### src/rtl/core/evr_pkg.sv
// Shared types and constants for the equirectangular view remap coordinate unit.
`default_nettype none
package evr_pkg;

    // configuration register indexes
    localparam logic [2:0] REG_ROT_ROW0   = 3'd0;
    localparam logic [2:0] REG_ROT_ROW1   = 3'd1;
    localparam logic [2:0] REG_ROT_ROW2   = 3'd2;
    localparam logic [2:0] REG_INV_FOCAL  = 3'd3;
    localparam logic [2:0] REG_OFFSET_X   = 3'd4;
    localparam logic [2:0] REG_OFFSET_Y   = 3'd5;
    localparam logic [2:0] REG_SRC_WIDTH  = 3'd6;
    localparam logic [2:0] REG_SRC_HEIGHT = 3'd7;

    localparam int CW = 33;   // CORDIC x/y width
    localparam int AW = 34;   // angle width, Q.30 radians

    localparam logic signed [AW-1:0] Q30_HALF_PI  = 34'sd1686629713;
    localparam logic signed [31:0]   INV_GAIN_Q30 = 32'sd652032874;
    localparam logic signed [31:0]   INV_2PI_Q32  = 32'sd683565276;
    localparam logic signed [31:0]   INV_PI_Q32   = 32'sd1367130551;
    localparam int NORM_BITS = 29;
    localparam int MAX_ITER  = 24;

    localparam logic [31:0] ATAN_TAB [MAX_ITER] = '{
        32'h3243F6A8, 32'h1DAC6705, 32'h0FADBAFC, 32'h07F56EA6, 32'h03FEAB76, 32'h01FFD55B,
        32'h00FFFAAA, 32'h007FFF55, 32'h003FFFEA, 32'h001FFFFD, 32'h000FFFFF, 32'h0007FFFF,
        32'h0003FFFF, 32'h0001FFFF, 32'h0000FFFF, 32'h00007FFF, 32'h00003FFF, 32'h00001FFF,
        32'h00000FFF, 32'h000007FF, 32'h000003FF, 32'h000001FF, 32'h000000FF, 32'h0000007F
    };

    typedef struct packed {
        logic signed [CW-1:0] x;
        logic signed [CW-1:0] y;
        logic signed [AW-1:0] ang;
    } cordic_t;

endpackage
`default_nettype wire

### src/rtl/core/evr_cordic_step.sv
// One registered vectoring CORDIC iteration.
`default_nettype none
module evr_cordic_step
    import evr_pkg::*;
#(
    parameter int IDX = 0
)
(
    input  wire logic    clk,
    input  wire logic    en,
    input  wire cordic_t d,
    output cordic_t      q
);

    localparam logic signed [AW-1:0] ATAN_I = AW'(signed'({1'b0, ATAN_TAB[IDX]}));

    cordic_t q_reg;
    cordic_t q_next;
    logic signed [CW-1:0] dx;
    logic signed [CW-1:0] dy;

    always_comb
    begin
        dx = d.y >>> IDX;
        dy = d.x >>> IDX;
        if (!d.y[CW-1])
        begin
            q_next.x   = d.x + dx;
            q_next.y   = d.y - dy;
            q_next.ang = d.ang + ATAN_I;
        end
        else
        begin
            q_next.x   = d.x - dx;
            q_next.y   = d.y + dy;
            q_next.ang = d.ang - ATAN_I;
        end
    end

    always_ff @(posedge clk)
    begin
        if (en)
        begin
            q_reg <= q_next;
        end
    end

    assign q = q_reg;

endmodule
`default_nettype wire

### config.mk
export PLATFORM = sky130hd
export DESIGN_NAME = evr_cordic_step
export DESIGN_NICKNAME = d
export VERILOG_FILES = /design/src/rtl/core/evr_pkg.sv /design/src/rtl/core/evr_cordic_step.sv
export SDC_FILE = /design/constraint.sdc
export NUM_CORES = 1
export LEC_CHECK = 0
export BUFFER_PORTS_ARGS = -buffer_cell sky130_fd_sc_hd__buf_4
export CORE_AREA = 2 2 147 149
export DETAILED_ROUTE_END_ITERATION = 12
export DIE_AREA = 0 0 149 151
export PLACE_DENSITY = 0.78
export SLEW_MARGIN = 20
export SYNTH_ARGS = -nofsm -noshare
export SYNTH_HDL_FRONTEND = slang
export SYNTH_SLANG_ARGS = --single-unit
export TNS_END_PERCENT = 50
### constraint.sdc
create_clock -name clk -period 6.3 [get_ports clk]
set_input_delay 0.945 -clock clk [delete_from_list [all_inputs] [get_ports clk]]
set_output_delay 0.945 -clock clk [all_outputs]
set_load 0.1 [all_outputs]
==> results of run 1 <==
[cells by family after synthesis]
family / share of synthesized area, %
AOI/OAI and AO/OA: 24.8
xor gates and xnor gates: 7.78
adders and majority gates: 17.1
buffers and inverters: 5.97
DFF: 29.0
muxes: 1.37
and+or+nand+nor: 13.9
[placed cells by master, fill, tap and decap left out, drive strengths merged, types with 5 or more instances in the layout]
cell	netlist	routed
a311oi	5	5
nand3b	5	5
xor2	17	17
nor2b	17	17
a21o	29	29
o31a	5	5
nand2b	20	20
nor2	83	83
nand2	57	57
o21bai	17	17
ha	134	134
clkinv	0	6
a31oi	5	5
buf	24	204
o21ai	85	85
xnor2	74	74
o21a	12	12
nand4	15	15
or3	8	8
edfxtp	99	99
and3	6	6
clkbuf	29	9
a211o	6	6
mux2i	14	14
nor4	8	8
nand3	24	24
o22ai	5	5
inv	100	100
a21oi	146	146
a211oi	14	14
o31ai	19	19
or2	6	6
nor3	26	26
[metal layers]
metal | routed length (µm) | track usage [%] | share of wire (%) | vias up
li1 | - | - | - | 4576
met3 | 2610 | 3.80 | 8.7 | 48
met2 | 13700 | 41.5 | 45 | 490
met1 | 13100 | 36.6 | 44 | 4476
met4 | 669 | 6.81 | 2.2 | 0
met5 | 0 | 0 | 0 | -
[power groups by stage]
stage	Clock, mW	Combinational, mW	Sequential [mW]
after detailed placement	0	1.79	0.928
after floorplan	0	0.591	1.70
after global routing	0.567	1.89	0.921
after CTS	0.544	1.79	0.914
after global placement	0	1.78	0.924
final	0.536	1.81	0.912
[final cells by class]
class                      count  share of cell area, %
multi-input combinational    922                   54.7
antenna                        1                 0.0206
clock buffer                   9                   1.85
inverter                     100                   3.08
tap                          275                   2.83
clock inverter                 7                  0.483
timing repair buffer         204                   12.6
sequential                    99                   24.4
[per-stage QoR]
stage               utilization (%)  cells  instance area [µm²]  setup WS (ps)  total power, mW
CTS                            58.5   1616                12200           2560             3.25
finish                         58.5   1617                12200           2430             3.26
global route                   58.5   1616                12200           2260             3.38
floorplan                         -   1174                10200           2040             2.29
detailed placement             57.1   1600                11900           2190             2.72
global placement               57.1   1600                11900           2220             2.70
[critical path, cell delays in order]
cell and delay [ps]:
buf_4 280, inv_2 270, ha_1 430, nand4_1 120, nand3_1 160, a31oi_1 190
a31o_2 320, o31ai_1 520, a31oi_1 320, o21ai_0 290, xor2_1 110
[how the worst max path moves through the flow]
stage | startpoint | endpoint | cells after the start
floorplan | d[66] | q[29] | 13
global placement | d[34] | q[64] | 11
detailed placement | d[34] | q[99] | 12
CTS | d[66] | q[29] | 12
global route | d[66] | q[24] | 11
finish | d[66] | q[24] | 11
==> results.sh, run 1 <==
export IMPL_synthFlopType="edfxtp_1"
export IMPL_multi_input_area_mm2=0.00667
export IMPL_viasPerCell=5.93
export IMPL_powerDensity_mw_per_mm2=267
export IMPL_port_buffers=201
export IMPL_ir_drop_uv=152
export IMPL_hold_viol_final=0
export IMPL_initial_core_util_pct=49.2
export IMPL_async_flop_share_pct=0
export IMPL_synthTopCellsByCount="a21oi_1 (146), ha_1 (134), edfxtp_1 (99)"
export IMPL_hp_class="in2reg"
export IMPL_post_cts_setup_buffers=0
export IMPL_status="completed"
export IMPL_drv_slew=0
export IMPL_cts_root_buf="clkbuf_16"
export IMPL_crit_type="in2reg"
export IMPL_arrival_ps=3970
export IMPL_grt_remaining_overflow=0
export IMPL_yosysMostFrequentCell="a21oi_1"
export IMPL_drt_first_pass_iters=6
export IMPL_grt_pass1_vias=8815
export IMPL_grt_max_degree=83
export IMPL_synth_top_area_share_pct=29.0
export IMPL_clk_pin_slew_ps=70
export IMPL_drc_errors=0
export IMPL_worstPathMaxFanout=27
export IMPL_ant_nets=0
export IMPL_power_leakage_nw=5.38
export IMPL_drt_wl_total_um=30000
export IMPL_regArea_mm2=0.00297
export IMPL_worst_pin_slew_ps=1060
export IMPL_cts_resized=0
export IMPL_place_congestion=0.973
export IMPL_htree_levels=3
export IMPL_fillers=1881
export IMPL_setup_violations=0
export IMPL_fp_dieArea_mm2=0.0225
export IMPL_synth_warnings=0
export IMPL_ys_types=80
export IMPL_syn_num_nets=1414
export IMPL_crit_path_start_kind="input port"
export IMPL_timing_setup_tns_ps=0
export IMPL_hpwl_um=23800
export IMPL_seqPwrFrac_pct=28.0
export IMPL_synth_edf_count=99
export IMPL_min_period_over_period_pct=61.5
export IMPL_end_kind="register"
export IMPL_fp_row_count=53
export IMPL_switching_share_pct=49.6
export IMPL_switching_power_mw=1.62
export IMPL_grt_pass1_wl_um=46100
export IMPL_tritoncts="yes"
export IMPL_drt_iter0_drc=881
export IMPL_post_route_min_period_ps=3870
export IMPL_vias=9590
export IMPL_hold_buffers=0
export IMPL_wl_per_cell_um=18.6
export IMPL_pin_count=202
export IMPL_largest_register_ffs=99
export IMPL_yosysSeqAreaShare_pct=29.0
export IMPL_holdPathStages=1
export IMPL_yosysTopAreaCell="edfxtp_1"
export IMPL_nets=1576
export IMPL_groute_usage_overall_pct=25.8
export IMPL_clkSinkCount=99
export IMPL_netlist_area_mm2=0.0102
export IMPL_combPwrFrac_pct=55.5
export IMPL_relSlewSlack_pct=29.5
export IMPL_dieWidth_um=149
export IMPL_syn_to_final_growth_pct=18.8
export IMPL_synthCells=1174
export IMPL_min_from="d[2]"
export IMPL_synthTopCellsByArea="edfxtp_1 (29%), ha_1 (16%), a21oi_1 (7.1%)"
export IMPL_coreArea_mm2=0.0208
export IMPL_ys_ff_latch=99
export IMPL_rsz0062_at_grt="false"
export IMPL_antenna_found_initial=1
export IMPL_maxCapViolCount=0
export IMPL_numCtsBuffers=9
export IMPL_syn_avg_cell_area_um2=8.73
export IMPL_clockBufferDepth=2
export IMPL_worstPathRequired_ps=6400
export IMPL_internal_power_mw=1.64
export IMPL_drive_gt1_share_pct=18.4
export IMPL_clkPwrFrac_pct=16.5
export IMPL_fp_dieH_um=151
export IMPL_whs_ps=765
export IMPL_worstHoldEndpoint="q[2]"
export IMPL_fmax_mhz=258
No activity file was read; power rests on OpenSTA's default activity.
==> inputs of run 2 (changes only) <==
--- a/config.mk
+++ b/config.mk
@@ -9,7 +9,7 @@
 export CORE_AREA = 2 2 147 149
 export DETAILED_ROUTE_END_ITERATION = 12
 export DIE_AREA = 0 0 149 151
-export PLACE_DENSITY = 0.78
+export PLACE_DENSITY = 0.81
 export SLEW_MARGIN = 20
 export SYNTH_ARGS = -nofsm -noshare
 export SYNTH_HDL_FRONTEND = slang
==> constraint.sdc (replaced) <==
create_clock -name clk -period 3.2 [get_ports clk]
set_input_delay 0.48 -clock clk [delete_from_list [all_inputs] [get_ports clk]]
set_output_delay 0.48 -clock clk [all_outputs]
set_load 0.1 [all_outputs]
==> run 2 against run 1 <==
- cell count rose by 11%
- core utilization rose by 7.0 points
- clock power rose by 120%
- total power rose by 110%
- routed wire length rose by 11%
- critical endpoint is now q[95]
- non-clock buffer count rose by 173
- largest power group unchanged
- highest routed layer unchanged
- sequential share of layout area fell by 2.6 points
- setup slack got worse by 2400 ps
- hold slack got worse by 460 ps
- combinational power rose by 110%
==> results.sh, run 2 (synthesized netlist as in run 1, its figures left out) <==
export IMPL_status="completed"
export IMPL_switching_power_mw=3.31
export IMPL_place_ws_ps=-374
export IMPL_hp_class="in2reg"
export IMPL_wl_met3_um=3110
export IMPL_initial_core_util_pct=49.2
export IMPL_clkPwrFrac_pct=17.1
export IMPL_tritoncts="yes"
export IMPL_wl_met1_um=14200
export IMPL_numCtsBuffers=9
export IMPL_fillers=1762
export IMPL_vias=10490
export IMPL_clockBufferDepth=2
export IMPL_pin_count=202
export IMPL_drt_wl_total_um=33300
export IMPL_crit_path_start_kind="input port"
export IMPL_place_congestion=0.990
export IMPL_htree_levels=3
export IMPL_fp_row_count=53
export IMPL_power_leakage_nw=6.23
export IMPL_grt_pass1_wl_um=51900
export IMPL_coreArea_mm2=0.0208
export IMPL_groute_usage_overall_pct=29.1
export IMPL_maxCapViolCount=0
export IMPL_ant_nets=0
export IMPL_wl_met2_um=15200
export IMPL_drive_gt1_share_pct=28.7
export IMPL_min_from="d[2]"
export IMPL_nets=1749
export IMPL_switching_share_pct=48.2
export IMPL_drc_errors=0
export IMPL_grt_max_degree=53
export IMPL_cts_root_buf="clkbuf_16"
export IMPL_internal_power_mw=3.56
export IMPL_largest_register_ffs=99
export IMPL_wl_per_cell_um=18.6
export IMPL_antenna_found_initial=0
export IMPL_worstPathRequired_ps=3300
export IMPL_layout_commonest_cell="buf_4"
export IMPL_worst_pin_slew_ps=795
export IMPL_drt_iter0_drc=1019
export IMPL_total_power_mw=6.87
export IMPL_crit_type="in2reg"
export IMPL_clkSinkCount=99
export IMPL_fp_dieArea_mm2=0.0225
export IMPL_clk_pin_slew_ps=70
export IMPL_grt_remaining_overflow=0
export IMPL_relSlewSlack_pct=46.7
export IMPL_hpwl_um=27200
export IMPL_whs_ps=308
export IMPL_worstPathMaxFanout=3
export IMPL_viasPerCell=5.86
export IMPL_arrival_ps=3230
export IMPL_rsz0062_at_grt="true"
export IMPL_grt_pass1_vias=10098
export IMPL_layout_common_cells="buf_4 (376), a21oi_1 (143), ha_1 (132)"
export IMPL_dieWidth_um=149
export IMPL_fp_dieH_um=151
export IMPL_drt_first_pass_iters=7
export IMPL_antenna_cells=0
export IMPL_syn_to_final_growth_pct=33.0
export IMPL_end_kind="register"
export IMPL_min_period_over_period_pct=97.8
export IMPL_seqPwrFrac_pct=26.1
export IMPL_fmax_mhz=320
export IMPL_setup_violations=0
export IMPL_layout_setup_ws_ps=71.8
export IMPL_drv_slew=0
export IMPL_post_route_min_period_ps=3130
export IMPL_top_layer="met4"
export IMPL_ir_drop_uv=330
export IMPL_holdPathStages=1
export IMPL_port_buffers=201
export IMPL_hold_viol_final=0
export IMPL_worstHoldEndpoint="q[2]"
export IMPL_hold_buffers=0
export IMPL_powerDensity_mw_per_mm2=504
export IMPL_combPwrFrac_pct=56.7
## run 2: cell count changes in the layout (fill, tap and decap cells not counted), sizes merged
| cell | delta |
|---|---|
| clkbuf | +1 |
| inv | +2 |
| diode | -1 |
| bufinv | +1 |
| buf | +173 |
| clkinv | -4 |
## run 2: worst max-delay path, cell delays in order
cell	delay [ps]
buf_4	110
ha_1	220
fa_2	360
nor2b_1	190
o311ai_4	360
a2111oi_4	140
a31o_1	270
a221o_2	400
a21oi_1	270
o31a_1	190
mux2i_1	100
xnor2_1	140
## run 2: what timing repair did
| item | 4_1_cts | 5_1_grt |
|---|---|---|
| endpoints found under the setup margin | 1 | 15 |
| setup buffers | 0 | 1 |
| pin swaps | 0 | 4 |
| resized for setup | 1 | 15 |
## run 2: per-stage QoR
| step | TNS [ps] | util [%] | cell area (µm²) | cells |
|---|---|---|---|---|
| floorplan | 0 | - | 10300 | 1174 |
| global placement | -3900 | 63.5 | 13200 | 1772 |
| detailed placement | -5470 | 63.5 | 13200 | 1772 |
| CTS | 0 | 65.1 | 13500 | 1788 |
| global route | -8.57 | 65.5 | 13600 | 1789 |
| finish | 0 | 65.5 | 13600 | 1789 |
## run 2: worst max-delay path by stage
stage | start | end | slack [ps] | cells after the start
CTS | d[35] | q[98] | 30 | 13
finish | d[34] | q[95] | 70 | 12
global route | d[34] | q[66] | -8 | 12
detailed placement | d[67] | q[87] | -370 | 15
floorplan | d[34] | q[99] | 40 | 11
global placement | d[67] | q[87] | -310 | 15
## run 2: area by class of cell
cell class | instances | area, µm² | share of cell area, %
Multi-Input combinational cell | 922 | 6780 | 49.8
Sequential cell | 99 | 2970 | 21.8
Timing Repair Buffer | 377 | 2840 | 20.9
Inverter | 100 | 375 | 2.75
Tap cell | 275 | 344 | 2.52
Clock buffer | 10 | 229 | 1.68
Clock inverter | 6 | 86.3 | 0.633
## run 2: metal layers
metal,GRT usage (%),up-vias
met5,0,-
met4,8.24,0
met3,4.49,65
met2,47.1,594
met1,40.5,4905
li1,-,4926
## run 2: power by group through the flow
stage	sequential, mW	combinational (mW)	clock (mW)
2_1_floorplan	3.35	1.17	0
3_3_place_gp	1.82	3.76	0
3_5_place_dp	1.83	3.82	0
4_1_cts	1.80	3.83	1.20
5_1_grt	1.81	4.08	1.25
6_report	1.79	3.89	1.18
==> inputs of run 3 (changes only) <==
--- a/config.mk
+++ b/config.mk
@@ -7,6 +7,7 @@
 export LEC_CHECK = 0
 export BUFFER_PORTS_ARGS = -buffer_cell sky130_fd_sc_hd__buf_4
 export CORE_AREA = 2 2 147 149
+export CTS_BUF_LIST = sky130_fd_sc_hd__clkbuf_8
 export DETAILED_ROUTE_END_ITERATION = 12
 export DIE_AREA = 0 0 149 151
 export PLACE_DENSITY = 0.81
==> run 3 against run 2 <==
- combinational power hardly changed
- cell count hardly changed
- global-route usage is 0.13 points lower
- sequential cell count stayed put
- routed wire length is 0.53% lower
==> results.sh, run 3 (synthesized netlist as in run 1, its figures left out) <==
export IMPL_critPathBufInv=2
export IMPL_post_cts_setup_buffers=0
export IMPL_drt_iter0_drc=1011
export IMPL_rsz0062_at_grt="false"
export IMPL_drt_first_pass_iters=7
export IMPL_grt_remaining_overflow=0
export IMPL_largest_register_ffs=99
export IMPL_layout_setup_ws_ps=69.3
export IMPL_path_cells="buf_4, ha_1, fa_2, nor2b_1, o311ai_4, a2111oi_4, buf_4, o21a_1, a221o_1, a311oi_1, nand2_1, a22oi_2, xor2_1"
export IMPL_cpLargestDelayFamily="compound AO/OA/AOI/OAI gates"
export IMPL_antenna_found_initial=0
export IMPL_worstPathMaxFanout=3
export IMPL_cts_root_buf="clkbuf_8"
export IMPL_ir_drop_uv=330
export IMPL_initial_core_util_pct=49.2
export IMPL_clkSinkCount=99
export IMPL_setup_violations=0
export IMPL_hold_buffers=0
export IMPL_grt_pass1_wl_um=51700
export IMPL_powerDensity_mw_per_mm2=487
export IMPL_post_route_util_pct=64.9
export IMPL_pin_count=202
export IMPL_viasPerCell=5.83
export IMPL_relSlewSlack_pct=48.2
export IMPL_hp_class="in2reg"
export IMPL_fp_row_count=53
export IMPL_drc_errors=0
export IMPL_clk_pin_slew_ps=100
export IMPL_worstPathRequired_ps=3330
export IMPL_place_ws_ps=-374
export IMPL_htree_levels=3
export IMPL_wl_per_cell_um=18.5
export IMPL_crit_type="in2reg"
export IMPL_place_congestion=0.990
export IMPL_numCtsBuffers=9
export IMPL_worst_path_max_delay_cell="fa_2"
export IMPL_nets=1748
export IMPL_hpwl_um=27200
export IMPL_status="completed"
export IMPL_fp_dieArea_mm2=0.0225
export IMPL_arrival_ps=3260
export IMPL_dieWidth_um=149
export IMPL_min_period_over_period_pct=97.8
export IMPL_syn_to_final_growth_pct=31.8
export IMPL_vias=10430
export IMPL_hold_viol_final=0
export IMPL_fmax_mhz=319
export IMPL_tritoncts="yes"
export IMPL_maxCapViolCount=0
export IMPL_startpoint="d[34]"
export IMPL_crit_path_start_kind="input port"
export IMPL_drive_gt1_share_pct=28.5
export IMPL_crit_top_cell="buf_4"
export IMPL_grt_max_degree=53
export IMPL_layout_commonest_cell="buf_4"
export IMPL_end_kind="register"
export IMPL_cpPeakStageDelay_ps=360
export IMPL_fp_dieH_um=151
export IMPL_post_route_min_period_ps=3130
export IMPL_drv_slew=0
export IMPL_groute_usage_overall_pct=29.0
export IMPL_power_leakage_nw=6.18
export IMPL_coreArea_mm2=0.0208
export IMPL_antenna_cells=0
export IMPL_worst_pin_slew_ps=772
export IMPL_clockBufferDepth=2
export IMPL_ant_nets=0
export IMPL_drt_wl_total_um=33100
export IMPL_layout_common_cells="buf_4 (375), a21oi_1 (144), ha_1 (132)"
export IMPL_grt_pass1_vias=10075
export IMPL_port_buffers=201
export IMPL_min_from="d[2]"
run 3: cell types whose count changed in the layout (fill, tap and decap cells not counted), sizes merged:
cell,change
buf,-1
clkbuf,-1
inv,+1
run 3: repair_timing:
item,4_1_cts,5_1_grt
endpoints found under the hold margin,0,0
resized for setup,0,12
endpoints found under the setup margin,0,11
run 3: cell type report:
class,count,area (µm²)
fillers,1786,7320
flip-flops and latches,99,2970
inverters,100,375
multi-input cells,922,6770
clock inverters,7,90.1
well taps,275,344
repair buffers,376,2840
clock buffers,9,124
run 3: where the power goes:
| part | switching [mW] | total (mW) | internal [mW] |
|---|---|---|---|
| Clock | 0.458 | 0.898 | 0.440 |
| Sequential | 0.0734 | 1.79 | 1.72 |
| Combinational | 2.74 | 3.89 | 1.14 |
run 3: path summary, 6_finish.rpt:
kind,endpoint,slack [ps],depth (start not counted)
setup / recovery,q[97],70,13
hold / removal,q[2],280,1
run 3: routing by layer:
layer / global-route usage (%) / vias to the layer above / wire, µm
met5: 0 / - / 0
met4: 7.62 / 0 / 699
met3: 4.25 / 48 / 3030
met2: 47.3 / 562 / 15200
met1: 40.5 / 4898 / 14200
li1: - / 4922 / -
run 3: metrics by stage:
stage	TNS [ps]	instances	area, µm²	hold WS [ps]	total power, mW
floorplan	0	1174	10300	579	4.52
global placement	-3900	1772	13200	658	5.58
detailed placement	-5470	1772	13200	660	5.64
CTS	0	1788	13400	255	6.54
global route	0	1788	13500	252	6.85
finish	0	1788	13500	276	6.58
